==> config.mk <==
export PLATFORM = sky130hd
export DESIGN_NAME = cc20_csr
export DESIGN_NICKNAME = d
export VERILOG_FILES = /design/src/hdl/cc20_pkg.sv /design/src/hdl/cc20_csr.sv
export SDC_FILE = /design/constraint.sdc
export NUM_CORES = 1
export LEC_CHECK = 0
export BUFFER_PORTS_ARGS = -buffer_cell sky130_fd_sc_hd__buf_2
export CORE_ASPECT_RATIO = 0.7
export CORE_MARGIN = 3
export CORE_UTILIZATION = 45
export DETAILED_ROUTE_END_ITERATION = 10
export PLACE_DENSITY = 0.76
export SYNTH_ARGS = -nofsm -noshare
export SYNTH_HDL_FRONTEND = slang
export SYNTH_SLANG_ARGS = --single-unit
==> constraint.sdc <==
create_clock -name clock -period 1.9 [get_ports clock]
set_clock_uncertainty 0.2 [all_clocks]
set_input_delay 0 -clock clock [delete_from_list [all_inputs] [get_ports clock]]
set_output_delay 0 -clock clock [all_outputs]
set_load 0.01 [all_outputs]
==> src/hdl/cc20_pkg.sv <==
// ----------------------------------------------------------------------------
// cc20_pkg
// Shared types, constants and block set-up function for the stream cipher unit.
// ----------------------------------------------------------------------------
package cc20_pkg;

   localparam int CSR_ADDR_W = 6;
   localparam int CSR_DATA_W = 64;

   localparam logic [31:0] SIGMA0 = 32'h6170_7865;
   localparam logic [31:0] SIGMA1 = 32'h3320_646e;
   localparam logic [31:0] SIGMA2 = 32'h7962_2d32;
   localparam logic [31:0] SIGMA3 = 32'h6b20_6574;

   localparam logic [31:0] INIT_CTR_RESET = 32'd1;

   typedef enum logic [2:0] {
      REG_KEY_01   = 3'd0,
      REG_KEY_23   = 3'd1,
      REG_KEY_45   = 3'd2,
      REG_KEY_67   = 3'd3,
      REG_NONCE_01 = 3'd4,
      REG_NONCE_2  = 3'd5,
      REG_INIT_CTR = 3'd6
   } cc20_reg_type;

   typedef enum logic [2:0] {
      ST_IDLE,
      ST_LOAD,
      ST_ROUND,
      ST_FINISH,
      ST_EMIT
   } cc20_state_type;

   typedef logic [15:0][31:0] cc20_block_type;

   typedef struct packed {
      logic [7:0][31:0] key;
      logic [2:0][31:0] nonce;
      logic [31:0]      init_ctr;
   } cc20_cfg_type;

   typedef struct packed {
      logic       take_in;
      logic       load_init;
      logic       run_step;
      logic [1:0] step;
      logic       diag;
      logic       finish;
      logic       emit;
   } cc20_cmd_type;

   typedef struct packed {
      logic need_block;
      logic out_free;
   } cc20_status_type;

   function automatic cc20_block_type cc20_init_words(input cc20_cfg_type cfg,
                                                      input logic [31:0] counter);
      cc20_block_type w;
      w[0] = SIGMA0;
      w[1] = SIGMA1;
      w[2] = SIGMA2;
      w[3] = SIGMA3;
      for (int i = 0; i < 8; i++) begin
         w[4 + i] = cfg.key[i];
      end
      w[12] = counter;
      w[13] = cfg.nonce[0];
      w[14] = cfg.nonce[1];
      w[15] = cfg.nonce[2];
      return w;
   endfunction

endpackage

==> src/hdl/cc20_csr.sv <==
// ----------------------------------------------------------------------------
// cc20_csr
// APB-style register file for key, nonce and initial block counter.
// ----------------------------------------------------------------------------
module cc20_csr
   import cc20_pkg::*;
(
   input  logic                  clock,
   input  logic                  reset,
   input  logic                  psel,
   input  logic                  penable,
   input  logic                  pwrite,
   input  logic [CSR_ADDR_W-1:0] paddr,
   input  logic [CSR_DATA_W-1:0] pwdata,
   output logic [CSR_DATA_W-1:0] prdata,
   output logic                  pready,
   output cc20_cfg_type          cfg
);

   cc20_cfg_type cfg_ff;
   cc20_cfg_type cfg_in;
   cc20_reg_type reg_sel;
   logic         wr_en;

   assign pready  = 1'b1;
   assign wr_en   = psel & penable & pwrite;
   assign reg_sel = cc20_reg_type'(paddr[5:3]);
   assign cfg     = cfg_ff;

   always_comb begin
      cfg_in = cfg_ff;
      if (wr_en) begin
         unique case (reg_sel)
            REG_KEY_01: begin
               cfg_in.key[0] = pwdata[31:0];
               cfg_in.key[1] = pwdata[63:32];
            end
            REG_KEY_23: begin
               cfg_in.key[2] = pwdata[31:0];
               cfg_in.key[3] = pwdata[63:32];
            end
            REG_KEY_45: begin
               cfg_in.key[4] = pwdata[31:0];
               cfg_in.key[5] = pwdata[63:32];
            end
            REG_KEY_67: begin
               cfg_in.key[6] = pwdata[31:0];
               cfg_in.key[7] = pwdata[63:32];
            end
            REG_NONCE_01: begin
               cfg_in.nonce[0] = pwdata[31:0];
               cfg_in.nonce[1] = pwdata[63:32];
            end
            REG_NONCE_2: begin
               cfg_in.nonce[2] = pwdata[31:0];
            end
            REG_INIT_CTR: begin
               cfg_in.init_ctr = pwdata[31:0];
            end
            default: begin
               cfg_in = cfg_ff;
            end
         endcase
      end
   end

   always_comb begin
      unique case (reg_sel)
         REG_KEY_01:   prdata = {cfg_ff.key[1], cfg_ff.key[0]};
         REG_KEY_23:   prdata = {cfg_ff.key[3], cfg_ff.key[2]};
         REG_KEY_45:   prdata = {cfg_ff.key[5], cfg_ff.key[4]};
         REG_KEY_67:   prdata = {cfg_ff.key[7], cfg_ff.key[6]};
         REG_NONCE_01: prdata = {cfg_ff.nonce[1], cfg_ff.nonce[0]};
         REG_NONCE_2:  prdata = {32'd0, cfg_ff.nonce[2]};
         REG_INIT_CTR: prdata = {32'd0, cfg_ff.init_ctr};
         default:      prdata = '0;
      endcase
   end

   always_ff @(posedge clock) begin
      if (reset) begin
         cfg_ff <= '{key: '0, nonce: '0, init_ctr: INIT_CTR_RESET};
      end else begin
         cfg_ff <= cfg_in;
      end
   end

endmodule

[After elaboration in Yosys (flattened, before gate mapping)]
Cells that the tools add are included.
Word-level totals
  register bits: 384
  output and inout bits: 449
  word-level logic and storage cells: 29
Cells by class
  equality and inequality tests: 6
  mux-type cells: 1
  bitwise gates (word level): 2
  reduce and logical (&&, ||, !) cells: 8
Operators with widths (count)
  $pmux W64 S7: 1
  $reduce_and A2 Y1: 7
  $eq A3 B3 Y1 const B: 3
  $eq A3 B2 Y1 const B: 2
  $eq A3 B1 Y1 const B: 1
  $logic_not A3 Y1: 1
  $and A1 B1 Y1: 2

[Logic depth before layout (Yosys ltp)]
  word-level depth: 3
  mapped depth: 7
  gate-level depth less buffers: 3

[Worst setup path before layout]
OpenSTA, ideal clock, no wires.
  path type: input to register
  from: in paddr[3]
  to: reg cfg_ff (netlist bit cfg[129])
  library setup time: 72 ps
  arrival: 1114 ps
  slack: 515 ps
  stages: 7
  buffers on the path: 4
  cell sequence: buf_4 -> and4b_1 -> buf_4 -> and2_4 -> buf_6 -> buf_8 -> mux2i_1
Between the ends
  word-level cells in the longest chain between the ends: 2
RTL lines
  start: declaration: line cc20_csr.sv:13  | input logic [CSR_ADDR_W-1:0] paddr,
  $logic_not A3 Y1: line cc20_csr.sv:33  | unique case (reg_sel)
  $reduce_and A2 Y1 (no line)
  end signal: assignment: line cc20_csr.sv:82  | cfg_ff <= '{key: '0, nonce: '0, init_ctr: INIT_CTR_RESET};
  end signal: assignment: line cc20_csr.sv:84  | cfg_ff <= cfg_in;
  end: declaration: line cc20_csr.sv:20  | cc20_cfg_type cfg_ff;
No other way between the ends.
A chain may end at the register's enable or synchronous reset.

[Final worst setup path]
  from: reg cfg_ff (netlist bit cfg[340])
  to: out prdata[20]
Between the ends
  word-level cells in the longest chain between the ends: 1
RTL lines
  $pmux W64 S7: line cc20_csr.sv:68  | unique case (reg_sel)
  end: declaration: line cc20_csr.sv:15  | output logic [CSR_DATA_W-1:0] prdata,
No other way between the ends.

==> impl_metrics.yaml <==
floorplan:
  die-area_um2: 42100
  die_h_um: 173
  core-area_um2: 38700
  io_pins: 524
  start_util: 0.460
  die-width_um: 244
  fp-row-count: 60
drt:
  postRouteAntennaNets: 0
  route.final.wire_length_mm: 60.6
  detail_route.vias_per_cell: 5.46
  drtPass1Iterations: 5
  route.detailed.drc: 0
  num_vias: 15200
  wl_per_cell_um: 21.8
  drt_iter0_drc: 985
hold_path:
  hold_path.class: "input port to flop"
  min_from: "paddr[5]"
timing:
  fmax_mhz: 541
  finalWorstSetupSlack_ns: 0.0532
  whs_ns: 0.0261
  grt_setup_unrepaired: "no"
  worst_slew_pin_slew_ns: 0.763
  layout_worst_path_cycle_share: 0.972
  finalSetupTns_ns: 0
  setup-violations-final: 0
  slew_violations: 0
  relSlewSlack: 0.489
  final-hold-violation-count: 0
  period_minus_slack_ns: 1.85
synth:
  synth_nets: 1758
  seq_area_frac_synth: 0.431
  synthesis.area_um2: 17800
  netlist_instances: 1683
  synth.ff_latch_count: 384
  synth.distinct_cells: 32
  ys_warn_count: 0
  avgSynthCellArea_um2: 10.6
global_routing:
  antenna_found_initial: 2
  grt_max_degree: 80
  grt_pass1_vias: 15600
  grt_pass1_wl_mm: 92.6
  overflow: 0
  track_usage: 0.275
worst_setup_path:
  slowest_stage: "dfxtp_2"
  cp_num_buf_inv: 1
  critPathRequiredTime_ns: 1.70
  path_cells: "mux2i_1, o221a_2, a221oi_2, buf_2"
  arrival_ns: 1.65
  cpLargestDelayFamily: "compound AO/OA/AOI/OAI gates"
  path_max_fanout: 3
  crit_path_start: "cfg[340]"
  max_stage_delay_ns: 0.34
  r2r_start: "cfg[152]"
  cp-end-kind: "output pin"
  crit_type: "flop to output pin"
  worstSetupStartpointType: "flop"
clock_network:
  tritoncts: "yes"
  ctsLongestPathBuffers: 3
  htreeDepth: 2
  cts_buffers: 39
  cts.reportedPaths.clkPinSlew_ns: 0.06
  clkSinkCount: 384
  cts_root_buffer: "clkbuf_16"
  worstSkewPairLatency_ns: 0.52
layout:
  nets: 2302
  largest_reg_flops: 384
  fill_cells: 3255
  utilization: 0.598
  syn2layout_area_growth_pct: 30.0
  drive_gt1_frac: 0.306
placed_design:
  portBuffers: 519
  dp_hpwl_mm: 40.3
  pre_cts_slack_ns: 0.160
  gp_congestion: 0.878
power:
  powerDensity_nw_per_um2: 743
  vdd.ir_drop.worst_uv: 560
  p_leak_uw: 0.0121
flow_run:
  timing.max_cap.violations: 0
run_status:
  outcome: "completed"
cell usage in the layout (no fill, tap or decap), types with 2 or more instances in the layout:
| cell | instances |
|---|---|
| o211ai_1 | 13 |
| and3b_1 | 3 |
| clkbuf_8 | 11 |
| buf_12 | 26 |
| dlygate4sd3_1 | 65 |
| o221a_2 | 19 |
| nor2b_2 | 2 |
| nand2_2 | 2 |
| clkinv_2 | 3 |
| buf_2 | 516 |
| inv_1 | 19 |
| o221ai_1 | 32 |
| nand2_1 | 32 |
| a221oi_1 | 5 |
| dfxtp_2 | 13 |
| dfxtp_1 | 371 |
| mux2i_1 | 517 |
| clkbuf_16 | 41 |
| a221oi_2 | 14 |
| diode_2 | 3 |
| a22oi_1 | 26 |
| nor2_1 | 2 |
| nand2_4 | 4 |
| clkbuf_1 | 14 |
| buf_4 | 30 |
| a2bb2oi_1 | 13 |
| nand2b_1 | 449 |
where the power goes:
part | internal (uW) | leakage (uW) | switching [uW]
registers | 8110 | 0.00310 | 52.9
logic | 642 | 0.00843 | 758
clock network | 4450 | 0.000613 | 3210
total | 13200 | 0.0121 | 4020
synth_stat cells, drive strengths merged:
| master | n | area [um2] |
|---|---|---|
| a221oi | 19 | 166 |
| a22oi | 26 | 195 |
| a2bb2oi | 13 | 114 |
| and2 | 2 | 15.0 |
| and3b | 3 | 26.3 |
| and4 | 1 | 8.76 |
| and4b | 1 | 10.0 |
| buf | 70 | 470 |
| clkbuf | 66 | 253 |
| conb | 1 | 3.75 |
| dfxtp | 384 | 7690 |
| inv | 19 | 71.3 |
| mux2i | 518 | 5180 |
| nand2 | 38 | 158 |
| nand2b | 449 | 2810 |
| nand3 | 1 | 10.0 |
| nor2 | 3 | 11.3 |
| nor2b | 3 | 18.8 |
| nor3b | 1 | 12.5 |
| o211ai | 13 | 97.6 |
| o221a | 19 | 214 |
| o221ai | 32 | 280 |
| or2 | 1 | 6.26 |
worst register-to-register path: cells and delay by family (launching register included):
family	cells	cell delay, ns
flip-flops	1	0.40
multiplexers	1	0.18
AND/OR/NAND/NOR	1	0.10
kinds of logic (layout without fill, tap and decap cells):
logic type,Yosys count,after routing,synth area share
compound gates,122,122,0.0599
buf+inv,155,727,0.0446
flops,384,384,0.431
mux,518,518,0.291
other cells,1,4,0.000210
simple gates,503,503,0.173
worst paths after layout:
kind	end	slack, ns	cells after the start
worst max-delay path	prdata[20]	0.05	4
worst min-delay path	cfg[31]	0.03	4
worst max register to register	cfg[152]	0.94	2
worst min register to register	cfg[161]	0.29	2
metrics by stage:
stage	instance area (um2)	power, uW	cells
5_1_grt	23200	17800	2784
4_1_cts	23100	17300	2781
3_5_place_dp	21100	9590	2647
3_3_place_gp	21100	9570	2647
2_1_floorplan	17800	9110	1683
6_report	23200	17200	2785
layer usage:
layer | vias up | wire length, um | global-route usage
li1 | 6932 | - | -
met1 | 7480 | 25400 | 0.351
met2 | 647 | 28800 | 0.459
met3 | 151 | 4250 | 0.0525
met4 | 0 | 2260 | 0.110
met5 | - | 0 | 0
layout make-up:
class	count	area [um2]	share of cell area
Sequential cell	384	7700	0.332
Clock buffer	64	1200	0.0519
Multi-Input combinational cell	1144	9470	0.409
Timing Repair Buffer	639	4010	0.173
Antenna cell	3	7.51	0.000324
Clock inverter	5	52.6	0.00227
Tap cell	527	659	0.0285
Inverter	19	71.3	0.00308
timing repair:
action,4_1_cts,5_1_grt
endpoints found under the setup margin,6,12
hold buffers,65,0
resized for setup,13,16
hold endpoints to repair,384,0
buffers inserted,0,1
(Power assumes the default switching activity.)
