### src/hdl/cc20_pkg.sv
// ----------------------------------------------------------------------------
// cc20_pkg
// Shared types, constants and block set-up function for the stream cipher unit.
// ----------------------------------------------------------------------------
package cc20_pkg;

   localparam int CSR_ADDR_W = 6;
   localparam int CSR_DATA_W = 64;

   localparam logic [31:0] SIGMA0 = 32'h6170_7865;
   localparam logic [31:0] SIGMA1 = 32'h3320_646e;
   localparam logic [31:0] SIGMA2 = 32'h7962_2d32;
   localparam logic [31:0] SIGMA3 = 32'h6b20_6574;

   localparam logic [31:0] INIT_CTR_RESET = 32'd1;

   typedef enum logic [2:0] {
      REG_KEY_01   = 3'd0,
      REG_KEY_23   = 3'd1,
      REG_KEY_45   = 3'd2,
      REG_KEY_67   = 3'd3,
      REG_NONCE_01 = 3'd4,
      REG_NONCE_2  = 3'd5,
      REG_INIT_CTR = 3'd6
   } cc20_reg_type;

   typedef enum logic [2:0] {
      ST_IDLE,
      ST_LOAD,
      ST_ROUND,
      ST_FINISH,
      ST_EMIT
   } cc20_state_type;

   typedef logic [15:0][31:0] cc20_block_type;

   typedef struct packed {
      logic [7:0][31:0] key;
      logic [2:0][31:0] nonce;
      logic [31:0]      init_ctr;
   } cc20_cfg_type;

   typedef struct packed {
      logic       take_in;
      logic       load_init;
      logic       run_step;
      logic [1:0] step;
      logic       diag;
      logic       finish;
      logic       emit;
   } cc20_cmd_type;

   typedef struct packed {
      logic need_block;
      logic out_free;
   } cc20_status_type;

   function automatic cc20_block_type cc20_init_words(input cc20_cfg_type cfg,
                                                      input logic [31:0] counter);
      cc20_block_type w;
      w[0] = SIGMA0;
      w[1] = SIGMA1;
      w[2] = SIGMA2;
      w[3] = SIGMA3;
      for (int i = 0; i < 8; i++) begin
         w[4 + i] = cfg.key[i];
      end
      w[12] = counter;
      w[13] = cfg.nonce[0];
      w[14] = cfg.nonce[1];
      w[15] = cfg.nonce[2];
      return w;
   endfunction

endpackage

### src/hdl/cc20_ctrl.sv
// ----------------------------------------------------------------------------
// cc20_ctrl
// Sequencer: accepts a byte, runs block generation when needed, issues result.
// ----------------------------------------------------------------------------
module cc20_ctrl
   import cc20_pkg::*;
#(
   parameter int ROUNDS = 20
)
(
   input  logic            clock,
   input  logic            reset,
   input  logic            req_valid,
   output logic            req_ready,
   input  cc20_status_type status,
   output cc20_cmd_type    cmd
);

   localparam int STEP_COUNT = 8 * (ROUNDS / 2);
   localparam int STEP_W     = $clog2(STEP_COUNT);
   localparam logic [STEP_W-1:0] LAST_STEP = STEP_W'(STEP_COUNT - 1);

   cc20_state_type    state_ff;
   cc20_state_type    state_in;
   logic [STEP_W-1:0] step_ff;
   logic [STEP_W-1:0] step_in;

   always_ff @(posedge clock) begin
      if (reset) begin
         state_ff <= ST_IDLE;
         step_ff  <= '0;
      end else begin
         state_ff <= state_in;
         step_ff  <= step_in;
      end
   end

   always_comb begin
      state_in  = state_ff;
      step_in   = step_ff;
      req_ready = 1'b0;
      cmd       = '0;
      cmd.step  = step_ff[1:0];
      cmd.diag  = step_ff[2];
      unique case (state_ff)
         ST_IDLE: begin
            req_ready = 1'b1;
            if (req_valid) begin
               cmd.take_in = 1'b1;
               state_in    = status.need_block ? ST_LOAD : ST_EMIT;
            end
         end
         ST_LOAD: begin
            cmd.load_init = 1'b1;
            step_in       = '0;
            state_in      = ST_ROUND;
         end
         ST_ROUND: begin
            cmd.run_step = 1'b1;
            step_in      = step_ff + STEP_W'(1);
            if (step_ff == LAST_STEP) begin
               state_in = ST_FINISH;
            end
         end
         ST_FINISH: begin
            cmd.finish = 1'b1;
            state_in   = ST_EMIT;
         end
         ST_EMIT: begin
            if (status.out_free) begin
               cmd.emit = 1'b1;
               state_in = ST_IDLE;
            end
         end
         default: begin
            state_in = ST_IDLE;
         end
      endcase
   end

endmodule

### config.mk
export PLATFORM = sky130hd
export DESIGN_NAME = cc20_ctrl
export DESIGN_NICKNAME = d
export VERILOG_FILES = /design/src/hdl/cc20_pkg.sv /design/src/hdl/cc20_ctrl.sv
export SDC_FILE = /design/constraint.sdc
export NUM_CORES = 1
export LEC_CHECK = 0
export ABC_AREA = 1
export BUFFER_PORTS_ARGS = -buffer_cell sky130_fd_sc_hd__buf_2
export CAP_MARGIN = 15
export CORE_MARGIN = 1
export CORE_UTILIZATION = 40
export DETAILED_ROUTE_END_ITERATION = 8
export GPL_TIMING_DRIVEN = 0
export MAX_ROUTING_LAYER = met4
export PLACE_DENSITY = 0.67
export SYNTH_ARGS = -nofsm -noshare
export SYNTH_HDL_FRONTEND = slang
export SYNTH_SLANG_ARGS = --single-unit
### constraint.sdc
create_clock -name clock -period 3.6 [get_ports clock]
set_clock_uncertainty 0.05 [all_clocks]
set_input_delay 0.18 -clock clock [delete_from_list [all_inputs] [get_ports clock]]
set_output_delay 0.18 -clock clock [all_outputs]
set_load 0.02 [all_outputs]
# Word-level counts from Yosys, hierarchy flattened
# Index checks and enable logic that the tools add are counted.
[word_totals]
regBits = 10
latchBits = 0
ramBits = 0
romBits = 0
out_inout_bits = 9
elab_cells = 28
mem_count = 0
[op_classes]
add_sub_neg = 1
n_mul = 0
div_mod_pow = 0
order_cmp = 0
eq_ne = 8
n_shift = 0
n_mux = 14
bitwise = 0
n_reduce_logical = 3
[ops]
columns = ["cell", "count"]
rows = [
  ["3-bit one-hot mux with 5 select lines", 1],
  ["7-bit one-hot mux with 2 select lines", 1],
  ["3-bit 2-to-1 mux", 4],
  ["1-bit 2-to-1 mux", 8],
  ["7-bit by 1-bit adder with 7-bit output, second input constant", 1],
  ["7-bit == test, second input constant", 1],
  ["3-bit by 2-bit == test with 1-bit output, second input constant", 2],
  ["2-bit inequality test, second input constant", 3],
  ["3-bit by 1-bit == test with 1-bit output, second input constant", 1],
  ["3-bit == test, second input constant", 1],
  ["3-bit zero test", 1],
  ["3-bit AND reduction", 1],
  ["2-bit nonzero test", 1],
]

# Longest topological paths before layout
# Gate-level depths: netlist of the first run.
[logic_depth]
word_depth = 3
depth_mapped = 8
ltp_nobuf = 8

# Worst setup path after synthesis of the first run
# Ideal clock, no wire load.
[synth_timing]
path_type = "register to output"
startpoint = "reg state_ff[2]"
endpoint = "out cmd[0] (netlist name)"
arrival_ps = 1186
required_time_ps = 3370
slack_ps = 2184
stages_incl_launch_ff = 3
cell_sequence = "dfxtp_1 -> inv_2 -> nor4_1"
[synth_lines]
columns = ["item", "line", "source"]
rows = [
  ["from (decl)", "cc20_ctrl.sv:23", "cc20_state_type state_ff;"],
  ["from (signal assigned)", "cc20_ctrl.sv:33", "state_ff <= state_in;"],
  ["to (decl)", "cc20_ctrl.sv:16", "output cc20_cmd_type cmd"],
]

==> results of run 1 <==
[registers in the layout, summed over array words and instances, names as in the netlist]
| name | cells |
|---|---|
| step_ff | 7 |
| state_ff | 3 |
[final cells by class]
class / instances / area [um2]
fill: 142 / 628.1
clock buffer: 4 / 36.28
sequential: 10 / 200.2
buffer: 3 / 22.52
timing repair buffer: 13 / 65.06
inverter: 12 / 50.05
multi-input combinational: 59 / 329.1
tap: 15 / 18.77
[metrics by stage]
| stage | instances | worst slack [ns] | cell area (um2) | total power, W | hold WS [ns] |
|---|---|---|---|---|---|
| floorplan | 84 | 2.184 | 601.8 | 0.0002868 | 0.1991 |
| finish | 116 | 2.118 | 721.9 | 0.0004283 | 0.1037 |
| CTS | 116 | 2.113 | 721.9 | 0.0004326 | 0.1005 |
| global route | 116 | 2.004 | 721.9 | 0.0004609 | 0.1040 |
| global placement | 112 | 2.274 | 685.7 | 0.0003293 | 0.3833 |
| detailed placement | 112 | 2.260 | 685.7 | 0.0003307 | 0.3874 |
[cell families (layout without fill, tap and decap cells)]
logic type,count (synthesis),count (layout)
adder cells (fa/ha/maj),1,1
buffers and inverters,15,32
AND/OR/NAND/NOR,41,41
AO/OA/AOI/OAI,17,17
flip-flops,10,10
[report_power, final]
group	leakage (nW)	internal, W	switching, W
Sequential	0.0810	0.000124	0.0000245
Clock	0.0210	0.0000615	0.0000406
Combinational	0.240	0.0000627	0.000115
Total	0.342	0.000248	0.000180
[worst max-delay path, delay by kind of cell, from the launching register on]
| family | cells | cell delay, ns |
|---|---|---|
| flops | 1 | 0.45 |
| buf+inv | 2 | 0.31 |
| simple gates | 1 | 0.22 |
[final timing paths]
| kind | start | end | depth (start not counted) |
|---|---|---|---|
| setup / recovery | state_ff[2]$_SDFFE_PP0P_ | cmd[0] | 3 |
| hold / removal | reset | state_ff[0]$_SDFFE_PP0P_ | 2 |
| setup reg to reg | step_ff[0]$_SDFFE_PP0P_ | step_ff[6]$_SDFFE_PP0P_ | 8 |
| hold reg to reg | step_ff[3]$_SDFFE_PP0P_ | step_ff[3]$_SDFFE_PP0P_ | 2 |
[cell usage after synthesis (2+ instances only)]
| cell | count |
|---|---|
| inv_1 | 7 |
| nor2_1 | 7 |
| nor3_1 | 2 |
| buf_4 | 3 |
| nand3_1 | 5 |
| dfxtp_1 | 10 |
| nand2_1 | 14 |
| nand3_2 | 2 |
| o21ai_0 | 4 |
| a21oi_1 | 11 |
| nand2_2 | 3 |
| nor4_1 | 2 |
| inv_2 | 4 |
[metal layers]
| layer | routed length, um | global-route usage | up-vias |
|---|---|---|---|
| met5 | 0 | - | - |
| met4 | 10 | 0.1250 | 0 |
| met3 | 44 | 0.03261 | 2 |
| met2 | 498 | 0.2617 | 14 |
| met1 | 555 | 0.1689 | 255 |
| li1 | - | - | 309 |
==> results_dict.tcl, run 1 <==
set metrics [dict create \
    fin_crit_sh 0.4116 \
    post-route-util 0.5348 \
    period_minus_slack_ns 1.482 \
    mostFrequentLayoutCells "nand2_1 (14), buf_2 (13), a21oi_1 (11), dfxtp_1 (10)" \
    cts_sinks 10 \
    die_x_um 40.79 \
    drtIter0Drc 7 \
    clk_pin_slew_worst_paths_ns 0.07 \
    grt_pass1_wl_um 1676 \
    cts_tree "built" \
    clock_latency_ns 0.27 \
    htree_levels 1 \
    hpwl_um 862.5 \
    antenna_found_initial 0 \
    reg2reg_slack_ns 2.25 \
    wl_per_cell_um 9.569 \
    avgSynthCellArea_um2 7.165 \
    wl_um 1110 \
    worst_setup_path_start_kind "flip-flop" \
    hp-class "in2reg" \
    grt_pass1_vias 445 \
    synth_edf_count 0 \
    die_area_mm2 0.001664 \
    power.density_mw_per_mm2 593.3 \
    irDropWorstVdd_mv 0.2379 \
    drc_errors 0 \
    status "finished, final reports clean" \
    synth_area_um2 601.8 \
    yosys-top-cells-area "dfxtp_1 (33%), a21oi_1 (9.1%), nand2_1 (8.7%)" \
    p_leak_nw 0.3424 \
    syn_inst 84 \
    rows 13 \
    cp_slowest_cell "dfxtp_1" \
    grt_max_degree 9 \
    synthDistinctLibCells 23 \
    grt_usage 0.1613 \
    synth_top_area_share 0.3326 \
    arrival_ns 1.25 \
    drv_cap 0 \
    cts_hold_buf 0 \
    fin_nets 108 \
    fmax_mhz 674.9 \
    synth_area_leader_cell "dfxtp_1" \
    yosysWarnings 0 \
    synth_compound_area_frac 0.1476 \
    drive_gt1_frac 0.3663 \
    cp_data_required_time_ns 3.37 \
    final_common_cell "nand2_1" \
    critPathMaxFanout 7 \
    crit_chain "inv_2 > nor4_1 > buf_2" \
    viasPerCell 5.000 \
    async_flop_share 0 \
    via_count 580 \
    floorplan.initialDensity 0.4458 \
    slew_violations 0 \
    cp-end-kind "output port" \
    maxSlewHeadroom 0.8021 \
    synth_fa_ha_area_frac 0.02079 \
    ys_seq_area_frac 0.3326 \
    place.gp.congestion 0.7784 \
    ys_ff_latch 10 \
    io_pins 14 \
    cts_resized 0 \
    portBuffers 13 \
    synthMuxAreaShare 0 \
    synth_xor_area_frac 0 \
    cts_buffers 3 \
    grt-ovfl-total 0 \
    tightest_slew_ns 0.2965 \
    hold_viol 0 \
    yosys.area_share.simple 0.3784 \
    synthFlopType "dfxtp_1" \
    cpPeakStageDelay_ns 0.45 \
    cts_setup_buffers 0 \
    fin_tns_setup_ns 0 \
    synth_top_family_by_area "simple AND/OR/NAND/NOR gates" \
    dr.pass1.iters 3 \
    syn_nets 90 \
    critical_path_class "reg2out" \
    rsz0062_at_grt "false" \
    syn_to_final_growth_pct 19.96 \
    setup_viol 0 \
    final_antenna_net_count 0 \
    root_buffer "clkbuf_4" \
    antenna_cells 0 \
    die_h_um 40.79 \
    cts_buffer_depth 2 \
    core-area_mm2 0.001350 \
]
No activity file was read; power rests on OpenSTA's default activity.
==> run 2, diff against run 1 <==
clock period = 1.4 ns   (was 3.6 ns; I/O delays follow)
==> results_dict.tcl, run 2 (same netlist as run 1, synthesis figures left out) <==
set metrics [dict create \
    status "finished, final reports clean" \
    reg_top3 "step_ff: 7 flops, state_ff: 3 flops" \
    antenna_cells 0 \
    cts_sinks 10 \
    grt_pass1_wl_um 1704 \
    fmax_mhz 771.4 \
    critical_path_class "reg2out" \
    cts_tree "built" \
    io_pins 14 \
    reg2reg_slack_ns 0.10 \
    fin_crit_sh 0.9259 \
    tightest_slew_ns 0.2546 \
    critPathMaxFanout 8 \
    clock_latency_ns 0.27 \
    maxSlewHeadroom 0.8300 \
    wl_per_cell_um 9.615 \
    cts_buffers 3 \
    maxUsedRoutingLayer "met4" \
    hpwl_um 862.5 \
    place.gp.congestion 0.7784 \
    post-route-util 0.5477 \
    floorplan.initialDensity 0.4458 \
    fin_tns_setup_ns 0 \
    wirelength_met1_um 565 \
    drive_gt1_frac 0.4118 \
    n_fill_cell 141 \
    clk_pin_slew_worst_paths_ns 0.07 \
    rsz0062_at_grt "false" \
    die_h_um 40.79 \
    power.density_mw_per_mm2 1505 \
    top_register "step_ff" \
    dr.pass1.iters 4 \
    via_count 587 \
    slew_violations 0 \
    root_buffer "clkbuf_4" \
    grt_usage 0.1636 \
    dr_wl_met2_um 477 \
    hold_ws_ns 0.07722 \
    viasPerCell 5.017 \
    irDropWorstVdd_mv 0.6315 \
    grt_max_degree 9 \
    fin_nets 109 \
    grt-ovfl-total 0 \
    drtIter0Drc 8 \
    p_leak_nw 0.3453 \
    final_antenna_net_count 0 \
    rows 13 \
    final_common_cell "nand2_1" \
    antenna_found_initial 0 \
    hp-class "in2reg" \
    arrival_ns 1.18 \
    cp_data_required_time_ns 1.28 \
    setup_slack_ns 0.1037 \
    largest_reg_flops 7 \
    cts_setup_buffers 0 \
    core-area_mm2 0.001350 \
    grt_pass1_vias 448 \
    period_minus_slack_ns 1.296 \
    setup_viol 0 \
    drv_cap 0 \
    pre_cts_ws_ns 0.06046 \
    portBuffers 13 \
    wl_um 1125 \
    htree_levels 1 \
    syn_to_final_growth_pct 22.87 \
    dr_wl_met3_um 49 \
    die_area_mm2 0.001664 \
    mostFrequentLayoutCells "nand2_1 (14), buf_2 (13), a21oi_1 (11), inv_1 (7), nor2_1 (7)" \
    cts_buffer_depth 2 \
    worst_setup_path_start_kind "flip-flop" \
    drc_errors 0 \
    hold_viol 0 \
    cp-end-kind "output port" \
    die_x_um 40.79 \
]
## run 2: path summary, 6_finish.rpt
kind	end	cells past startpoint	startpoint
setup / recovery	cmd[5]	4	state_ff[0]$_SDFFE_PP0P_
hold / removal	state_ff[0]$_SDFFE_PP0P_	3	status[1]
setup reg to reg	step_ff[6]$_SDFFE_PP0P_	8	step_ff[0]$_SDFFE_PP0P_
hold reg to reg	step_ff[0]$_SDFFE_PP0P_	1	step_ff[0]$_SDFFE_PP0P_
## run 2: repair_timing
item | 4_1_cts | 5_1_grt
setup endpoints to repair | 0 | 3
gates resized for setup | 0 | 5
endpoints found under the hold margin | 5 | 0
hold buffers | 1 | 0
## run 2: metal layers
| layer | vias up | global-route usage |
|---|---|---|
| met4 | 0 | 0.1250 |
| li1 | 310 | - |
| met3 | 5 | 0.03261 |
| met2 | 15 | 0.2617 |
| met5 | - | - |
| met1 | 257 | 0.1755 |
## run 2: power breakdown
group          internal (W)  switching (W)
logic              0.000164       0.000297
clock network      0.000158       0.000106
registers          0.000325      0.0000633
total              0.000647       0.000466
## run 2: through the flow
stage / instance area [um2] / std cells / total power (W)
floorplan: 601.8 / 84 / 0.0007374
global placement: 685.7 / 112 / 0.0008469
detailed placement: 685.7 / 112 / 0.0008505
CTS: 732.0 / 117 / 0.001115
global route: 739.5 / 117 / 0.001196
finish: 739.5 / 117 / 0.001113
## run 2: critical path, stage by stage (launching register included)
cell and delay [ns]:
dfxtp_1 0.46, inv_2 0.10, nand3_4 0.13, inv_6 0.06, buf_2 0.16
## run 2: area by class of cell
type                            count  area, um2  area share
Multi-Input combinational cell     59      331.6      0.4484
Buffer                              3      22.52     0.03046
Sequential cell                    10      205.2      0.2775
Timing Repair Buffer               14      75.07      0.1015
Inverter                           12      50.05     0.06768
Tap cell                           15      18.77     0.02538
Clock buffer                        4      36.28     0.04907
